`src/plsc_pkg.sv`:
```
package plsc_pkg;

    // Operation codes carried on the input tuser.
    localparam logic [2:0] OP_TICK     = 3'd0;
    localparam logic [2:0] OP_PRESENCE = 3'd1;
    localparam logic [2:0] OP_FREE     = 3'd2;
    localparam logic [2:0] OP_NORMAL   = 3'd3;
    localparam logic [2:0] OP_SWITCH   = 3'd4;

    // Configuration register indexes.
    localparam logic [1:0] REG_DUTY_OFF     = 2'd0;
    localparam logic [1:0] REG_DUTY_ON      = 2'd1;
    localparam logic [1:0] REG_DUTY_STANDBY = 2'd2;

    // Timing constants in 0.1 ms ticks.
    localparam logic [4:0]  PWM_STEPS     = 5'd25;
    localparam logic [11:0] HOLD_TICKS    = 12'd3000;
    localparam logic [14:0] ABSENCE_TICKS = 15'd30000;
    localparam logic [11:0] NORMAL_PERIOD = 12'd3000;
    localparam logic [11:0] FREE_PERIOD   = 12'd500;

    typedef struct packed {
        logic [2:0] op;
        logic       present;
        logic [7:0] value;
    } plsc_item_t;

    typedef struct packed {
        logic [7:0] duty_off;
        logic [7:0] duty_on;
        logic [7:0] duty_standby;
    } plsc_cfg_t;

    // Packed so that servo_level lands in bit 0.
    typedef struct packed {
        logic [7:0] duty_now;
        logic       mode_now;
        logic       notify;
        logic [7:0] switch_now;
        logic       light_on;
        logic       servo_level;
    } plsc_res_t;

endpackage

```
`src/plsc_core.sv`:
```
module plsc_core (
    input  logic                 aclk,
    input  logic                 aresetn,
    input  logic                 en,
    input  plsc_pkg::plsc_item_t item,
    input  plsc_pkg::plsc_cfg_t  cfg,
    output plsc_pkg::plsc_res_t  res
);
    import plsc_pkg::*;

    logic [4:0]  phase_reg, phase_next;
    logic [7:0]  duty_reg, duty_next;
    logic [11:0] hold_reg, hold_next;
    logic [14:0] absent_reg, absent_next;
    logic [11:0] routine_reg, routine_next;
    logic        light_reg, light_next;
    logic [7:0]  switch_reg, switch_next;
    logic        mode_reg, mode_next;
    logic        present_reg, present_next;
    logic        notify;
    logic [4:0]  phase_inc;

    // One item's state update: counters, routine, PWM phase, standby return, presence, mode and switch.
    always_comb begin
        phase_next   = phase_reg;
        duty_next    = duty_reg;
        hold_next    = hold_reg;
        absent_next  = absent_reg;
        routine_next = routine_reg;
        light_next   = light_reg;
        switch_next  = switch_reg;
        mode_next    = mode_reg;
        present_next = present_reg;
        notify       = 1'b0;
        phase_inc    = phase_reg + 5'd1;
        unique case (item.op)
            OP_TICK: begin
                // Saturating counters.
                hold_next    = (hold_reg != '1) ? hold_reg + 12'd1 : hold_reg;
                absent_next  = (absent_reg != '1) ? absent_reg + 15'd1 : absent_reg;
                routine_next = (routine_reg != '1) ? routine_reg + 12'd1 : routine_reg;
                if (routine_next >= (mode_reg ? FREE_PERIOD : NORMAL_PERIOD)) begin
                    routine_next = '0;
                    if (!mode_reg) begin
                        if (!present_reg) begin
                            if (absent_next > ABSENCE_TICKS) begin
                                light_next = 1'b0;
                                if (switch_reg == 8'd0) begin
                                    switch_next = 8'd1;
                                end
                                notify = 1'b1;
                            end
                        end else begin
                            absent_next = '0;
                            light_next  = (switch_reg != 8'd0);
                        end
                        if (light_next != light_reg) begin
                            duty_next = light_next ? cfg.duty_on : cfg.duty_off;
                            hold_next = '0;
                        end
                    end else begin
                        duty_next = switch_reg;
                        hold_next = '0;
                    end
                end
                phase_next = (phase_inc >= PWM_STEPS) ? 5'd0 : phase_inc;
                if (!mode_reg && hold_next > HOLD_TICKS) begin
                    duty_next = cfg.duty_standby;
                end
            end
            OP_PRESENCE: present_next = item.present;
            OP_FREE: begin
                mode_next    = 1'b1;
                routine_next = '0;
            end
            OP_NORMAL: begin
                mode_next    = 1'b0;
                routine_next = '0;
            end
            OP_SWITCH: switch_next = item.value;
            default: ;
        endcase
    end

    // Result fields seen after this item.
    always_comb begin
        res.servo_level = ({3'b000, phase_next} < duty_next);
        res.light_on    = light_next;
        res.switch_now  = switch_next;
        res.notify      = notify;
        res.mode_now    = mode_next;
        res.duty_now    = duty_next;
    end

    // State registers advance once per processed item.
    always_ff @(posedge aclk) begin
        if (!aresetn) begin
            phase_reg   <= '0;
            duty_reg    <= '0;
            hold_reg    <= '0;
            absent_reg  <= '0;
            routine_reg <= '0;
            light_reg   <= 1'b0;
            switch_reg  <= 8'd1;
            mode_reg    <= 1'b0;
            present_reg <= 1'b0;
        end else if (en) begin
            phase_reg   <= phase_next;
            duty_reg    <= duty_next;
            hold_reg    <= hold_next;
            absent_reg  <= absent_next;
            routine_reg <= routine_next;
            light_reg   <= light_next;
            switch_reg  <= switch_next;
            mode_reg    <= mode_next;
            present_reg <= present_next;
        end
    end

endmodule

```
`src/presence_light_servo_controller_unit.sv`:
```
// Servo PWM and light controller with a presence timeout.
// Input stream: one word per event. s_tuser carries the operation (tick,
// presence report, enter free rotation, enter normal, set remote switch) and
// s_tdata carries the presence flag and the new switch value.
// Output stream: exactly one word per input word, holding the servo pin
// level, the light decision, the switch value, the notify pulse, the mode
// and the current duty after that event.
// Configuration: cfg_wr_en with cfg_index 0, 1 or 2 writes the off, on and
// standby duties; write only while no word is in flight.
// An accepted word sits in the input register while the state update runs,
// and its result is loaded into the output register when that register is
// free or draining.
// Throughput is one word per cycle while the output is not stalled; the state
// update for a word completes in the cycle it leaves the input register.
// Reset (synchronous, aresetn low) empties both registers and returns the
// state to light off, normal mode, switch value one and duty zero.
// When the receiver holds m_tready low, the output word stays put, the
// input register fills, and s_tready then drops until the output drains.
module presence_light_servo_controller_unit (
    input  logic        aclk,
    input  logic        aresetn,
    input  logic        s_tvalid,
    output logic        s_tready,
    input  logic [15:0] s_tdata,   // present, value[7:0], zero fill
    input  logic [2:0]  s_tuser,   // op[2:0]
    output logic        m_tvalid,
    input  logic        m_tready,
    output logic [23:0] m_tdata,   // servo_level, light_on, switch_now[7:0], notify,
                                   // mode_now, duty_now[7:0], zero fill
    input  logic        cfg_wr_en,
    input  logic [1:0]  cfg_index,
    input  logic [7:0]  cfg_data
);
    import plsc_pkg::*;

    logic       in_valid_reg;
    plsc_item_t in_item_reg;
    logic       out_valid_reg;
    plsc_res_t  out_res_reg;
    plsc_cfg_t  cfg_reg;
    plsc_res_t  core_res;
    logic       advance;

    // The input word moves on when the output register is free or draining.
    assign advance  = in_valid_reg && (!out_valid_reg || m_tready);
    assign s_tready = !in_valid_reg || advance;
    assign m_tvalid = out_valid_reg;
    assign m_tdata  = {4'b0000, out_res_reg};

    // Configuration registers.
    always_ff @(posedge aclk) begin
        if (!aresetn) begin
            cfg_reg <= '0;
        end else if (cfg_wr_en) begin
            unique case (cfg_index)
                REG_DUTY_OFF:     cfg_reg.duty_off     <= cfg_data;
                REG_DUTY_ON:      cfg_reg.duty_on      <= cfg_data;
                REG_DUTY_STANDBY: cfg_reg.duty_standby <= cfg_data;
                default: ;
            endcase
        end
    end

    // Input register.
    always_ff @(posedge aclk) begin
        if (!aresetn) begin
            in_valid_reg <= 1'b0;
        end else if (s_tready) begin
            in_valid_reg <= s_tvalid;
        end
    end

    always_ff @(posedge aclk) begin
        if (s_tvalid && s_tready) begin
            in_item_reg.op      <= s_tuser;
            in_item_reg.present <= s_tdata[0];
            in_item_reg.value   <= s_tdata[8:1];
        end
    end

    plsc_core u_core (
        .aclk    (aclk),
        .aresetn (aresetn),
        .en      (advance),
        .item    (in_item_reg),
        .cfg     (cfg_reg),
        .res     (core_res)
    );

    // Output register.
    always_ff @(posedge aclk) begin
        if (!aresetn) begin
            out_valid_reg <= 1'b0;
        end else if (advance) begin
            out_valid_reg <= 1'b1;
        end else if (m_tready) begin
            out_valid_reg <= 1'b0;
        end
    end

    always_ff @(posedge aclk) begin
        if (advance) begin
            out_res_reg <= core_res;
        end
    end

endmodule

```
`config.mk`:
```
export PLATFORM = sky130hd
export DESIGN_NAME = presence_light_servo_controller_unit
export DESIGN_NICKNAME = d
export VERILOG_FILES = /design/src/plsc_pkg.sv /design/src/plsc_core.sv /design/src/presence_light_servo_controller_unit.sv
export SDC_FILE = /design/constraint.sdc
export NUM_CORES = 1
export LEC_CHECK = 0
export BUFFER_PORTS_ARGS = -buffer_cell sky130_fd_sc_hd__clkbuf_2
export CORE_UTILIZATION = 61
export DETAILED_ROUTE_END_ITERATION = 7
export GPL_TIMING_DRIVEN = 0
export PLACE_DENSITY = 0.8
export SYNTH_ARGS = -nofsm -noshare
export SYNTH_HDL_FRONTEND = slang
export SYNTH_SLANG_ARGS = --single-unit
```
`constraint.sdc`:
```
create_clock -name aclk -period 5.3 [get_ports aclk]
set_input_delay 0.795 -clock aclk [delete_from_list [all_inputs] [get_ports aclk]]
set_output_delay 0.795 -clock aclk [all_outputs]
set_load 0.1 [all_outputs]
```
# == After elaboration in Yosys (flattened, before gate mapping) ==
# Cells that the tools add are included.
# classes
n_bitwise,2
n_reduce_logical,22
mux,39
eq_ne,10
shift,0
addsub,4
mul,0
div_mod_pow,0
order_cmp,5
# ops
operator,count
$mux W12,8
$mux W8,11
$mux W15,4
$add A12 B1 Y12 const B,2
$ne A12 B12 Y1 const B,2
$pmux W12 S2,1
$pmux W8 S2,1
$add A15 B1 Y15 const B,1
$gt A15 B15 Y1 const B,1
$ne A15 B15 Y1 const B,1
$ge A12 B12 Y1,1
$gt A12 B12 Y1 const B,1
$reduce_and A2 Y1,6
$mux W1,11
$mux W5,2
$logic_not A8 Y1,1
$lt A5 B8 Y1,1
$reduce_bool A8 Y1,1
$eq A3 B2 Y1 const B,2
$add A5 B1 Y5 const B,1
$ge A5 B5 Y1 const B,1
$reduce_bool A2 Y1,2
$reduce_or A4 Y1,1
$eq A3 B1 Y1 const B,1
12 further kinds,18
# totals
in_bits,34
output_inout_bits,26
ff_bits,121
memories,0
latchBits,0
mem_bits_rw,0
rom_bits,0

# == Logic depth before layout (Yosys ltp) ==
# Gate-level depths: netlist of run 1.
# depth
ltp_word,18
depth_mapped,24
ltp_nobuf,22

# == Cells and area by module ==
# From an unflattened synthesis of run 1, not the netlist that was laid out.
# hier_totals
hier_cells,811
hier_area_um2,6951.7
# modules_own_cells
module,instances,area_per_inst_um2,cells_per_inst,seq_area_each_um2
plsc_core,1,4964.8,675,1261.2
presence_light_servo_controller_unit,1,1986.9,136,1481.4

# == Worst setup path after synthesis of run 1 ==
# No wires, ideal clock.
# synth_path
path_type,register -> register
from,register u_core.routine_reg[0]
to,"register out_res_reg, in the netlist m_tdata[0] (data pin)"
slack_ns,0.470
path_stages_with_launch,23
setup_time_ns,0.272
n_path_buf,3
t_arrival_ns,4.558
cell_sequence,dfxtp_1 > ha_1 > and4_1 > clkbuf_1 > nand4_1 > and4_1 > xor2_1 > ha_1 > o221a_2 > a41o_1 > a221oi_1 > clkbuf_1 > buf_1 > a31oi_1 > o32a_1 > o21a_1 > ha_1 > o21a_1 > o21ai_0 > nand2b_1 > a21oi_1 > a41oi_1 > nand4bb_1
# synth_rtl
element,line_no,text
start: declaration,plsc_core.sv:15,"logic [11:0] routine_reg, routine_next;"
start signal: assignment,plsc_core.sv:112,routine_reg <= routine_next;
end signal: assignment,presence_light_servo_controller_unit.sv:103,out_res_reg <= core_res;
end: declaration,presence_light_servo_controller_unit.sv:39,plsc_res_t out_res_reg;

==> run summary, run 1 <==
The finished layout holds 1059 standard cells, fillers aside. STA classifies the critical path endpoint as a flip-flop. The count of antenna-violating nets left after detailed routing came out at 0.

The warning count from the yosys run is 0. The area share of the largest cell type after synthesis came out at 25.0%. The detailed-router iteration count before antenna repair is 6. The final-report hold violation count was 0.

The cell at the root of the clock tree is clkbuf_16. The post-detailed-route wirelength per cell is 18.7 um. Clock-pin slew was measured on the worst setup and hold paths at 0.06 ns.

The detailed router's first-iteration violation count is 715. The number of antenna violations at the first check in global routing came out at 0. The DRC violations left is 0.

At the later pin of the worst-skew pair, clock insertion delay measures 0.43 ns. The post-synthesis to final-layout area growth is 14.9%. The path class of the tightest hold or removal check is flip-flop to flip-flop. The synthesized instance count is 833. The number of diodes is 0. After global routing the overflow that remains totals 0. After legalization and detailed placement, the total HPWL measured 13900 um.

Timing would allow up to 198 MHz. The congestion estimate from routability-driven global placement came to 0.916. The worst hold slack is 0.494 ns. The area of all placed cells without fillers is 8170 um2. The fraction of registers with async set/reset came out at 0%.

The count of flip-flops with a built-in enable after synthesis came out at 32. Data arrives at the worst endpoint at 5.19 ns. The clock period minus final worst setup slack is 5.05 ns.

The power per cell area came out at 282 nW/um2. The overall fraction of global-route tracks in use came out at 34.0%. CTS built an H-tree with a depth of 4. The number of nets in the layout came out at 951. The maximum fanout along the worst path came out at 10. The total I/O pin count is 60. The total number of vias is 6890.

During placement, the flow inserted port buffers numbering 47. The initial core utilization came out at 62.6%. The leakage power came out at 2.87 nW.

The average via count per standard cell is 6.51. Setup repair after global routing left no endpoint under its margin. Of the cells placed in the final design, the portion with a size suffix greater than 1 is 13.6%.

The first global-routing pass estimated 31000 um of wire. The startpoint type of the worst setup path is a flip-flop. The number of flip-flops under the largest register name is 24.

The number of max-cap violations came out at 0. The maximum count of clock buffers along a single path is 2. The most used flip-flop cell after synthesis is dfxtp_1.

The total cell area at the placement stage came out at 7540 um2. The endpoint required time on the critical path is 5.44 ns. Entering global routing, the biggest net connects 30 pins. The top cell types in the final layout, fill and taps aside, are 87 x dfxtp_1, 86 x nand2_1, 53 x nor2_1, 53 x nor2b_1, 48 x clkbuf_2. The largest vdd supply drop is 0.000325 V. The synthesized area per cell is 8.54 um2.

The final-report max-slew violation count is 0. The number of buffers added by the clock tree synthesis step is 17. The distinct cell type count after synthesis is 74. The die area is 12100 um2. The die boundary height came out at 110 um.

TritonCTS built the clock tree. The transition time at the pin with the least slew margin came out at 0.812 ns. The horizontal die dimension came out at 110 um. The run finished with clean final reports. The maximum clock skew at final layout came out at 0.0117 ns. Summed over all instances, the cell type with the most area after synthesis is dfxtp_1. The cell row count is 39. Synthesis inferred 121 register bits. The total wire length came out at 19900 um. The critical path in this run is classified as flip-flop to flip-flop.

The total negative slack came out at 0 ns. The number of setup violations in the final report is 0. Dividing the final minimum period by the clock period gives 95.3%. The utilization of the core after routing is 71.9%. Sorting the synthesized cells by area gives the leading types as dfxtp_1 25%, edfxtp_1 14%, nor2b_1 4.7%. Leaving out fill and tap cells, the most frequent cell in the layout is dfxtp_1.

The CTS sink count is 121. The combined area of all synthesized cells came out at 7110 um2. The number of global-route vias before repair came out at 6334.

The relative max-transition margin is 45.9%. Including well taps, the total number of placed cells is 1026. The total area inside the core boundary comes to 11400 um2. For this run, the register share of the synthesized area comes to 38.6%.
==> per-layer routing <==
layer,up-vias,wire [um],GRT usage (%)
li1,3224,-,-
met1,3236,8120,41.8
met2,356,9410,54.8
met3,74,1400,7.23
met4,0,929,20.1
met5,-,0,0
==> critical path: stages (launching register included) <==
cell and delay, ns:
dfxtp_1 0.30, buf_2 0.18, nand4_1 0.22, or4_1 0.54, buf_2 0.20, a311o_1 0.36, and3_1 0.21, or4_4 0.52
a211o_2 0.43, a21boi_4 0.20, a221oi_1 0.11, o32a_1 0.41, o21a_1 0.19, ha_1 0.28, o21a_1 0.11, o21ai_0 0.07
nand2b_1 0.08, a21oi_1 0.06, a41oi_1 0.17, nand4bb_1 0.13
==> synthesized netlist by cell type (6+ instances only) <==
library cell,count
a21boi_0,13
a21oi_1,43
a22oi_1,6
a31oi_1,25
and2_1,16
and3_1,8
and4_1,6
clkbuf_1,47
dfxtp_1,89
edfxtp_1,32
ha_1,14
inv_1,14
mux2_2,7
mux2i_1,32
nand2_1,86
nand2b_1,17
nand3_1,35
nand3b_1,6
nand4_1,15
nor2_1,53
nor2b_1,53
nor3_1,12
nor3b_1,9
nor4_1,9
o21a_1,11
o21ai_0,37
o21ai_1,9
o221a_2,6
o31ai_1,8
xor2_1,6
==> metrics by stage <==
step                setup slack [ns]  total power (W)
finish                         0.248          0.00230
CTS                          0.00369          0.00230
floorplan                      0.470          0.00114
global route                 0.00977          0.00236
global placement              -0.505          0.00119
detailed placement            -0.591          0.00119
==> power breakdown <==
part / leakage, nW / switching [W] / internal [W] / total [W]
Clock: 0.281 / 0.000448 / 0.000678 / 0.00113
Combinational: 1.57 / 0.000140 / 0.0000499 / 0.000190
Sequential: 1.03 / 0.0000148 / 0.000972 / 0.000987
==> layout make-up <==
| class | count | area [um2] |
|---|---|---|
| flip-flops and latches | 121 | 2750 |
| fillers | 867 | 3200 |
| inverters | 14 | 52.6 |
| clock buffers | 20 | 458 |
| well taps | 143 | 179 |
| plain buffers | 57 | 241 |
| multi-input cells | 641 | 4120 |
| repair buffers | 51 | 265 |
| clock inverters | 12 | 115 |
==> repair_timing <==
item / 4_1_cts / 5_1_grt
pin swaps: 1 / 2
hold endpoints to repair: 0 / 0
buffers inserted: 2 / 1
setup endpoints to repair: 7 / 1
gates resized for setup: 4 / 10
hold buffers: 0 / 0
==> path summary, 6_finish.rpt <==
check | slack, ns | end | depth (start not counted) | startpoint
max reg2reg | 0.25 | m_tdata[0] | 19 | u_core.absent_reg[12]
max | 0.25 | m_tdata[0] | 19 | u_core.absent_reg[12]
min reg2reg | 0.49 | u_core.duty_reg[1] | 2 | u_core.duty_reg[1]
min | 0.49 | u_core.duty_reg[1] | 2 | u_core.duty_reg[1]
==> cells by family after synthesis <==
kind of cell               share of synthesized area [%]
buffers and inverters                               4.20
adders and majority gates                           2.46
AOI/OAI and AO/OA                                   22.5
other                                             0.0527
and+or+nand+nor                                     25.6
xor gates and xnor gates                           0.985
DFF                                                 38.6
muxes                                               5.61
No activity file was read; power rests on OpenSTA's default activity.
==> run 2: changes to the inputs <==
--- a/config.mk
+++ b/config.mk
@@ -6,7 +6,9 @@
 export NUM_CORES = 1
 export LEC_CHECK = 0
 export BUFFER_PORTS_ARGS = -buffer_cell sky130_fd_sc_hd__clkbuf_2
+export CAP_MARGIN = 20
 export CORE_UTILIZATION = 61
+export CTS_BUF_LIST = sky130_fd_sc_hd__clkbuf_4 sky130_fd_sc_hd__clkbuf_8 sky130_fd_sc_hd__clkbuf_16
 export DETAILED_ROUTE_END_ITERATION = 7
 export GPL_TIMING_DRIVEN = 0
 export PLACE_DENSITY = 0.8
==> run summary, run 2 (synthesis results as in run 1) <==
The clock insertion delay at the later pin of the skew report came out at 0.42 ns (was 0.43 ns). The clock transition at the register clock pins on the worst setup and hold paths after CTS is 0.06 ns (about the same). The commonest non-fill, non-tap cell in the layout is dfxtp_1 (unchanged). The startpoint of the most critical hold path is u_core.duty_reg[1] (unchanged). The detailed placement HPWL came out at 14000 um (was 13900 um).

The maximum fanout along the worst path was 10 (unchanged). The power spent charging and discharging nets came out at 0.000599 W (was 0.000602 W). The endpoint required time on the critical path is 5.45 ns (was 5.44 ns). The number of global-route vias before repair was 6546 (was 6334). The number of diodes is 0 (unchanged). The layout filler cell count came to 880 (was 867). The weighted congestion at the end of routability-driven global placement is 0.916 (unchanged).

Highest-count cells in the layout ignoring fill and taps: 87 x dfxtp_1, 86 x nand2_1, 53 x nor2_1, 53 x nor2b_1, 47 x clkbuf_2 (was 87 x dfxtp_1, 86 x nand2_1, 53 x nor2_1, 53 x nor2b_1, 48 x clkbuf_2). The relative max-transition margin came out at 45.1% (was 45.9%). The fraction of power spent switching nets came out at 26.0% (was 26.2%). The CTS sink count is 121 (unchanged).

The number of nets in the layout came to 953 (was 951). The die area is 12100 um2 (unchanged). The share of post-route cells with drive strength above 1 was 13.8% (was 13.6%). The sum of overflow across all layers after global routing came out at 0 (unchanged). The cell row count is 39 (unchanged). The DRC violations left came out at 0 (unchanged).

The maximum count of clock buffers along a single path was 2 (unchanged). The cell at the root of the clock tree is clkbuf_16 (unchanged). The flop-to-flop setup slack came out at 0.22 ns (was 0.25 ns). The share of power burned in registers came out at 42.9% (about the same). The clock tree from TritonCTS is done (unchanged). The clock period minus final worst setup slack is 5.08 ns (was 5.05 ns). The final-report max-slew violation count came out at 0 (unchanged).

The initial core utilization is 62.6% (unchanged). The horizontal die dimension came out at 110 um (unchanged). The wire length of the first global-routing pass came out at 31900 um (was 31000 um). The placeable core region came out at 11400 um2 (unchanged). The number of cells in the design after placement is 1028 (was 1026). The reg-to-reg critical path startpoint is u_core.absent_reg[13] (was u_core.absent_reg[12]).

The class of the worst hold path is flip-flop to flip-flop (unchanged). The average via count per standard cell is 6.50 (was 6.51). The total wire length came out at 20100 um (was 19900 um). The power per cell area is 281 nW/um2 (was 282 nW/um2). The startpoint type of the worst setup path is a flip-flop (unchanged). The endpoint type of the worst setup path was a flip-flop (unchanged). The total I/O pin count came to 60 (unchanged).

The number of flip-flops under the largest register name came to 24 (unchanged). The number of cells on the worst reg-to-reg path is 19 (unchanged). The arrival time of data at the critical path endpoint came to 5.23 ns (was 5.19 ns). The post-detailed-route wirelength per cell came out at 19.0 um (was 18.7 um).

The area of all sequential standard cells came out at 2750 um2 (unchanged). The total of buffers placed on input and output ports is 47 (unchanged). The number of non-filler instances in the completed layout came out at 1061 (was 1059). The detailed router's first-iteration violation count came out at 775 (was 715). The number of cells traversed by the worst hold path came to 2 (unchanged).

The worst hold endpoint was u_core.duty_reg[1] (unchanged). The total number of vias is 6900 (was 6890). The final-report hold violation count is 0 (unchanged).

The number of max-cap violations is 0 (unchanged). The post-synthesis to final-layout area growth came to 15.4% (was 14.9%). The number of buffers added to fix hold violations after cts is 0 (unchanged).

The number of setup violations in the final report is 0 (unchanged). The pin count of the biggest net entering global routing was 21 (was 30). The placement-stage worst setup slack is -0.636 ns (was -0.591 ns).

The count of antenna-violating nets left after detailed routing came out at 0 (unchanged). The deepest level of the CTS H-tree is 4 (unchanged). The critical register-to-register path endpoint is m_tdata[0] (unchanged). The area taken by multi-input logic gates is 4120 um2 (about the same). The die boundary height was 110 um (unchanged). The maximum clock skew at final layout was 0.0103 ns (was 0.0117 ns). The start-to-end type of the worst setup path is flip-flop to flip-flop (unchanged).

Result of the run: complete, no violations (unchanged). The leakage power came out at 2.89 nW (was 2.87 nW). The transition time at the pin with the least slew margin came out at 0.817 ns (was 0.812 ns). The clock network fraction of design power is 48.8% (was 48.9%). The logic gate share of total power is 8.3% (was 8.2%).

The number of buffers added by the clock tree synthesis step is 17 (unchanged). The largest vdd supply drop came out at 0.000295 V (was 0.000325 V). The internal power component came out at 0.00171 W (was 0.00170 W). The detailed-router iteration count before antenna repair came to 6 (unchanged). The highest clock frequency the design can meet is 197 MHz (was 198 MHz). The final setup slack of the worst path is 0.221 ns (was 0.248 ns).

The overall fraction of global-route tracks in use is 34.8% (was 34.0%). The final clock period utilization by the worst path is 95.8% (was 95.3%). The number of antenna violations at the first check in global routing is 0 (unchanged).
==> run 2: power groups by stage <==
stage / sequential (W) / clock, W / combinational (W)
after global placement: 0.00100 / 0 / 0.000181
after CTS: 0.000987 / 0.00113 / 0.000190
after global routing: 0.000989 / 0.00117 / 0.000202
after detailed placement: 0.00101 / 0 / 0.000187
final: 0.000988 / 0.00112 / 0.000192
after floorplan: 0.00105 / 0 / 0.0000877
==> run 2: final cells by class <==
cell class,instances,share of cell area (%)
clock inverter,10,0.975
buffer,57,2.91
sequential,121,33.4
timing repair buffer,53,3.50
inverter,14,0.640
clock buffer,22,6.14
tap,143,2.18
multi-input combinational,641,50.2
==> run 2: routing by layer <==
metal  vias up  GRT usage, %  wire, um
met4         0          19.9       821
met3        71          8.52      1540
met2       362          55.7      9460
li1       3243             -         -
met1      3224          42.8      8280
met5         -             0         0
==> run 2: worst max-delay path by stage <==
stage | endpoint | slack (ns) | depth (start not counted) | startpoint
6_report | m_tdata[0] | 0.22 | 19 | u_core.absent_reg[13]
3_3_place_gp | m_tdata[0] | -0.50 | 22 | u_core.routine_reg[0]
5_1_grt | m_tdata[0] | -0.006 | 19 | u_core.absent_reg[12]
2_1_floorplan | m_tdata[0] | 0.47 | 22 | u_core.routine_reg[0]
4_1_cts | m_tdata[0] | 0.06 | 22 | u_core.routine_reg[0]
3_5_place_dp | m_tdata[0] | -0.64 | 22 | u_core.routine_reg[0]
==> run 2: worst max-delay path: stages (launching register included) <==
cell and delay [ns]:
dfxtp_1 0.30, buf_2 0.18, nand4_1 0.23, or4_1 0.54, buf_2 0.21, a311o_1 0.36, and3_1 0.21, or4_4 0.52
a211o_2 0.43, a21boi_4 0.20, a221oi_1 0.12, o32a_1 0.41, o21a_1 0.19, ha_1 0.27, o21a_1 0.11, o21ai_0 0.07
nand2b_1 0.08, a21oi_1 0.07, a41oi_1 0.20, nand4bb_1 0.12
==> run 2: what timing repair did <==
| action | in CTS | in global routing |
|---|---|---|
| resized for setup | 4 | 10 |
| pin swaps | 1 | 2 |
| buffers inserted | 2 | 2 |
| setup endpoints to repair | 8 | 1 |
==> run 2: metrics by stage <==
step / TNS (ns) / power, W / hold WS (ns) / utilization [%] / area (um2)
floorplan: 0 / 0.00114 / 0.453 / - / 7120
global placement: -0.505 / 0.00119 / 0.466 / 66.3 / 7540
detailed placement: -0.928 / 0.00119 / 0.478 / 66.5 / 7560
CTS: 0 / 0.00231 / 0.494 / 71.9 / 8180
global route: -0.00615 / 0.00236 / 0.527 / 72.2 / 8210
finish: 0 / 0.00230 / 0.499 / 72.2 / 8210
==> run 3: changes to the inputs <==
--- a/config.mk
+++ b/config.mk
@@ -12,6 +12,7 @@
 export DETAILED_ROUTE_END_ITERATION = 7
 export GPL_TIMING_DRIVEN = 0
 export PLACE_DENSITY = 0.8
+export REMOVE_ABC_BUFFERS = 1
 export SYNTH_ARGS = -nofsm -noshare
 export SYNTH_HDL_FRONTEND = slang
 export SYNTH_SLANG_ARGS = --single-unit
==> constraint.sdc (replaced) <==
create_clock -name aclk -period 5.3 [get_ports aclk]
set_input_delay 0.53 -clock aclk [delete_from_list [all_inputs] [get_ports aclk]]
set_output_delay 0.53 -clock aclk [all_outputs]
set_load 0.1 [all_outputs]
==> run summary, run 3 (synthesis results as in run 1) <==
Result of the run: complete, no violations (unchanged). The average via count per standard cell came to 6.51 (was 6.50). The total number of vias is 6599 (was 6900). The start-to-end type of the worst setup path is flip-flop to flip-flop (unchanged).

The number of antenna violations at the first check in global routing is 0 (unchanged). The share of post-route cells with drive strength above 1 is 15.2% (was 13.8%). The die boundary height was 110 um (unchanged). The final-report max-slew violation count is 0 (unchanged).

The class of the worst hold path is input pin to flip-flop (was flip-flop to flip-flop). The endpoint required time on the critical path is 5.44 ns (was 5.45 ns). The wire length of the first global-routing pass came to 28300 um (was 31900 um). The clock tree from TritonCTS is done (unchanged). The sum of overflow across all layers after global routing came out at 0 (unchanged).

The cell at the root of the clock tree was clkbuf_16 (unchanged). The number of cells in the design after placement is 971 (was 1028). The cell row count came out at 39 (unchanged). The placeable core region is 11400 um2 (unchanged). The arrival time of data at the critical path endpoint was 5.26 ns (was 5.23 ns). The DRC violations left came out at 0 (unchanged). The utilization of the core after routing was 71.1% (was 72.2%). The power spent charging and discharging nets is 0.000589 W (was 0.000599 W).

The die area came to 12100 um2 (unchanged). The highest clock frequency the design can meet came out at 196 MHz (was 197 MHz). The count of antenna-violating nets left after detailed routing came out at 0 (unchanged).

The detailed router's first-iteration violation count came out at 692 (was 775). The total I/O pin count came to 60 (unchanged). The overall fraction of global-route tracks in use is 30.6% (was 34.8%). The startpoint type of the worst setup path is a flip-flop (unchanged). The longest individual stage delay on the worst path was 0.65 ns (was 0.54 ns). The clock period minus final worst setup slack was 5.11 ns (was 5.08 ns).

The largest vdd supply drop came out at 0.000290 V (was 0.000295 V). Highest-count cells in the layout ignoring fill and taps: 86 x nand2_1, 86 x dfxtp_1, 53 x nor2b_1 (was 87 x dfxtp_1, 86 x nand2_1, 53 x nor2_1, 53 x nor2b_1, 47 x clkbuf_2). The total wire length came to 17900 um (was 20100 um). The pin count of the biggest net entering global routing came out at 95 (was 21).

The initial core utilization is 62.6% (unchanged). The detailed-router iteration count before antenna repair is 5 (was 6). The number of non-filler instances in the completed layout came out at 1013 (was 1061).

Ordered list of cells on the worst path: nand3_4, or4_4, a311o_1, and3_1, or4_4, a211o_2, a21boi_4, a221oi_1, o32a_1, o21a_1, ha_1, o21a_1, o21ai_0, nand2b_1, a21oi_1, a41oi_1, nand4bb_1 (was buf_2, nand4_1, or4_1, buf_2, a311o_1, and3_1, or4_4, a211o_2, a21boi_4, a221oi_1, o32a_1, o21a_1, ha_1, o21a_1, o21ai_0, nand2b_1, a21oi_1, a41oi_1, nand4bb_1). The clock network fraction of design power came out at 48.4% (was 48.8%). The internal power component is 0.00168 W (was 0.00171 W). The number of buffers added to fix hold violations after cts is 0 (unchanged). The transition time at the pin with the least slew margin came to 1.02 ns (was 0.817 ns).

The logic gate share of total power is 8.0% (was 8.3%). The post-detailed-route wirelength per cell is 17.7 um (was 19.0 um). The number of diodes came to 0 (unchanged).

The deepest level of the CTS H-tree is 4 (unchanged). The total of buffers placed on input and output ports is 48 (was 47). The total design power is 0.00227 W (was 0.00230 W). The relative max-transition margin came out at 31.8% (was 45.1%). The cell with the largest stage delay on the worst path is or4_4 (was or4_1).

The endpoint type of the worst setup path is a flip-flop (unchanged). The maximum count of clock buffers along a single path is 2 (unchanged). The clock insertion delay at the later pin of the skew report is 0.42 ns (about the same). The number of global-route vias before repair is 6012 (was 6546).

The clock transition at the register clock pins on the worst setup and hold paths after CTS came out at 0.06 ns (about the same). The weighted congestion at the end of routability-driven global placement came out at 0.893 (was 0.916). The horizontal die dimension came to 110 um (unchanged). The final clock period utilization by the worst path came to 96.5% (was 95.8%).

The number of flip-flops under the largest register name came to 24 (unchanged). The power per cell area is 281 nW/um2 (about the same). The final-report hold violation count is 0 (unchanged). The maximum fanout along the worst path is 10 (unchanged). The CTS sink count came out at 121 (unchanged). The number of nets in the layout came out at 905 (was 953). The share of power burned in registers is 43.6% (was 42.9%). The post-synthesis to final-layout area growth is 13.7% (was 15.4%). The flop-to-flop setup slack is 0.19 ns (was 0.22 ns). The total cell area at the placement stage was 7370 um2 (was 7560 um2). The number of setup violations in the final report is 0 (unchanged). The area of all placed cells without fillers is 8090 um2 (was 8210 um2). The leakage power is 2.83 nW (was 2.89 nW).

The detailed placement HPWL came out at 11600 um (was 14000 um). The maximum clock skew at final layout came to 0.00780 ns (was 0.0103 ns). The number of max-cap violations is 0 (unchanged). The fraction of power spent switching nets is 26.0% (about the same). The number of buffers added by the clock tree synthesis step is 17 (unchanged).
[run 3: power by group through the flow]
| stage | combinational, W | clock [W] | sequential [W] |
|---|---|---|---|
| final | 0.000182 | 0.00110 | 0.000988 |
| after global routing | 0.000192 | 0.00115 | 0.000990 |
| after CTS | 0.000176 | 0.00111 | 0.000988 |
| after detailed placement | 0.000175 | 0 | 0.00101 |
| after global placement | 0.000170 | 0 | 0.00101 |
| after floorplan | 0.0000745 | 0 | 0.00106 |
[run 3: cell type report]
type / count / area (um2)
Clock buffer: 19 / 440
Clock inverter: 13 / 123
Fill cell: 862 / 3280
Inverter: 14 / 52.6
Multi-Input combinational cell: 641 / 4150
Sequential cell: 121 / 2750
Tap cell: 143 / 179
Timing Repair Buffer: 62 / 393
[run 3: per-stage QoR]
stage          setup TNS [ns]  setup WS, ns  hold slack [ns]
4_1_cts                     0        0.0496            0.269
5_1_grt               -0.0165       -0.0165            0.263
3_3_place_gp           -24.26         -1.55            0.466
2_1_floorplan          -0.182        -0.182            0.453
6_report                    0         0.187            0.280
3_5_place_dp           -0.124        -0.124            0.485
[run 3: what timing repair did]
item	in CTS	in global routing
endpoints found under the hold margin	0	0
resized for setup	1	12
cloned	0	0
pin swaps	0	2
buffers inserted	0	8
setup endpoints to repair	1	1
[run 3: worst max-delay path: cells and delay by family, from the launching register on]
family	cells	cell delay, ns
compound gates	10	2.22
simple gates	6	1.79
fa+ha+maj	1	0.27
flops	1	0.56
[run 3: worst paths after layout]
check | start | end | cells past startpoint
max | u_core.absent_reg[3] | m_tdata[0] | 17
min | s_tdata[4] | in_item_reg[3] | 1
max reg2reg | u_core.absent_reg[3] | m_tdata[0] | 17
min reg2reg | u_core.duty_reg[1] | u_core.duty_reg[1] | 2
[run 3: routing by layer]
layer  wire (um)  share of wire [%]  track usage [%]  vias up
li1            -                  -                -     3134
met1        7600                 42             37.9     3161
met2        8930                 50             50.7      253
met3         977                5.5             6.53       51
met4         410                2.3             14.4        0
met5           0                  0                0        -
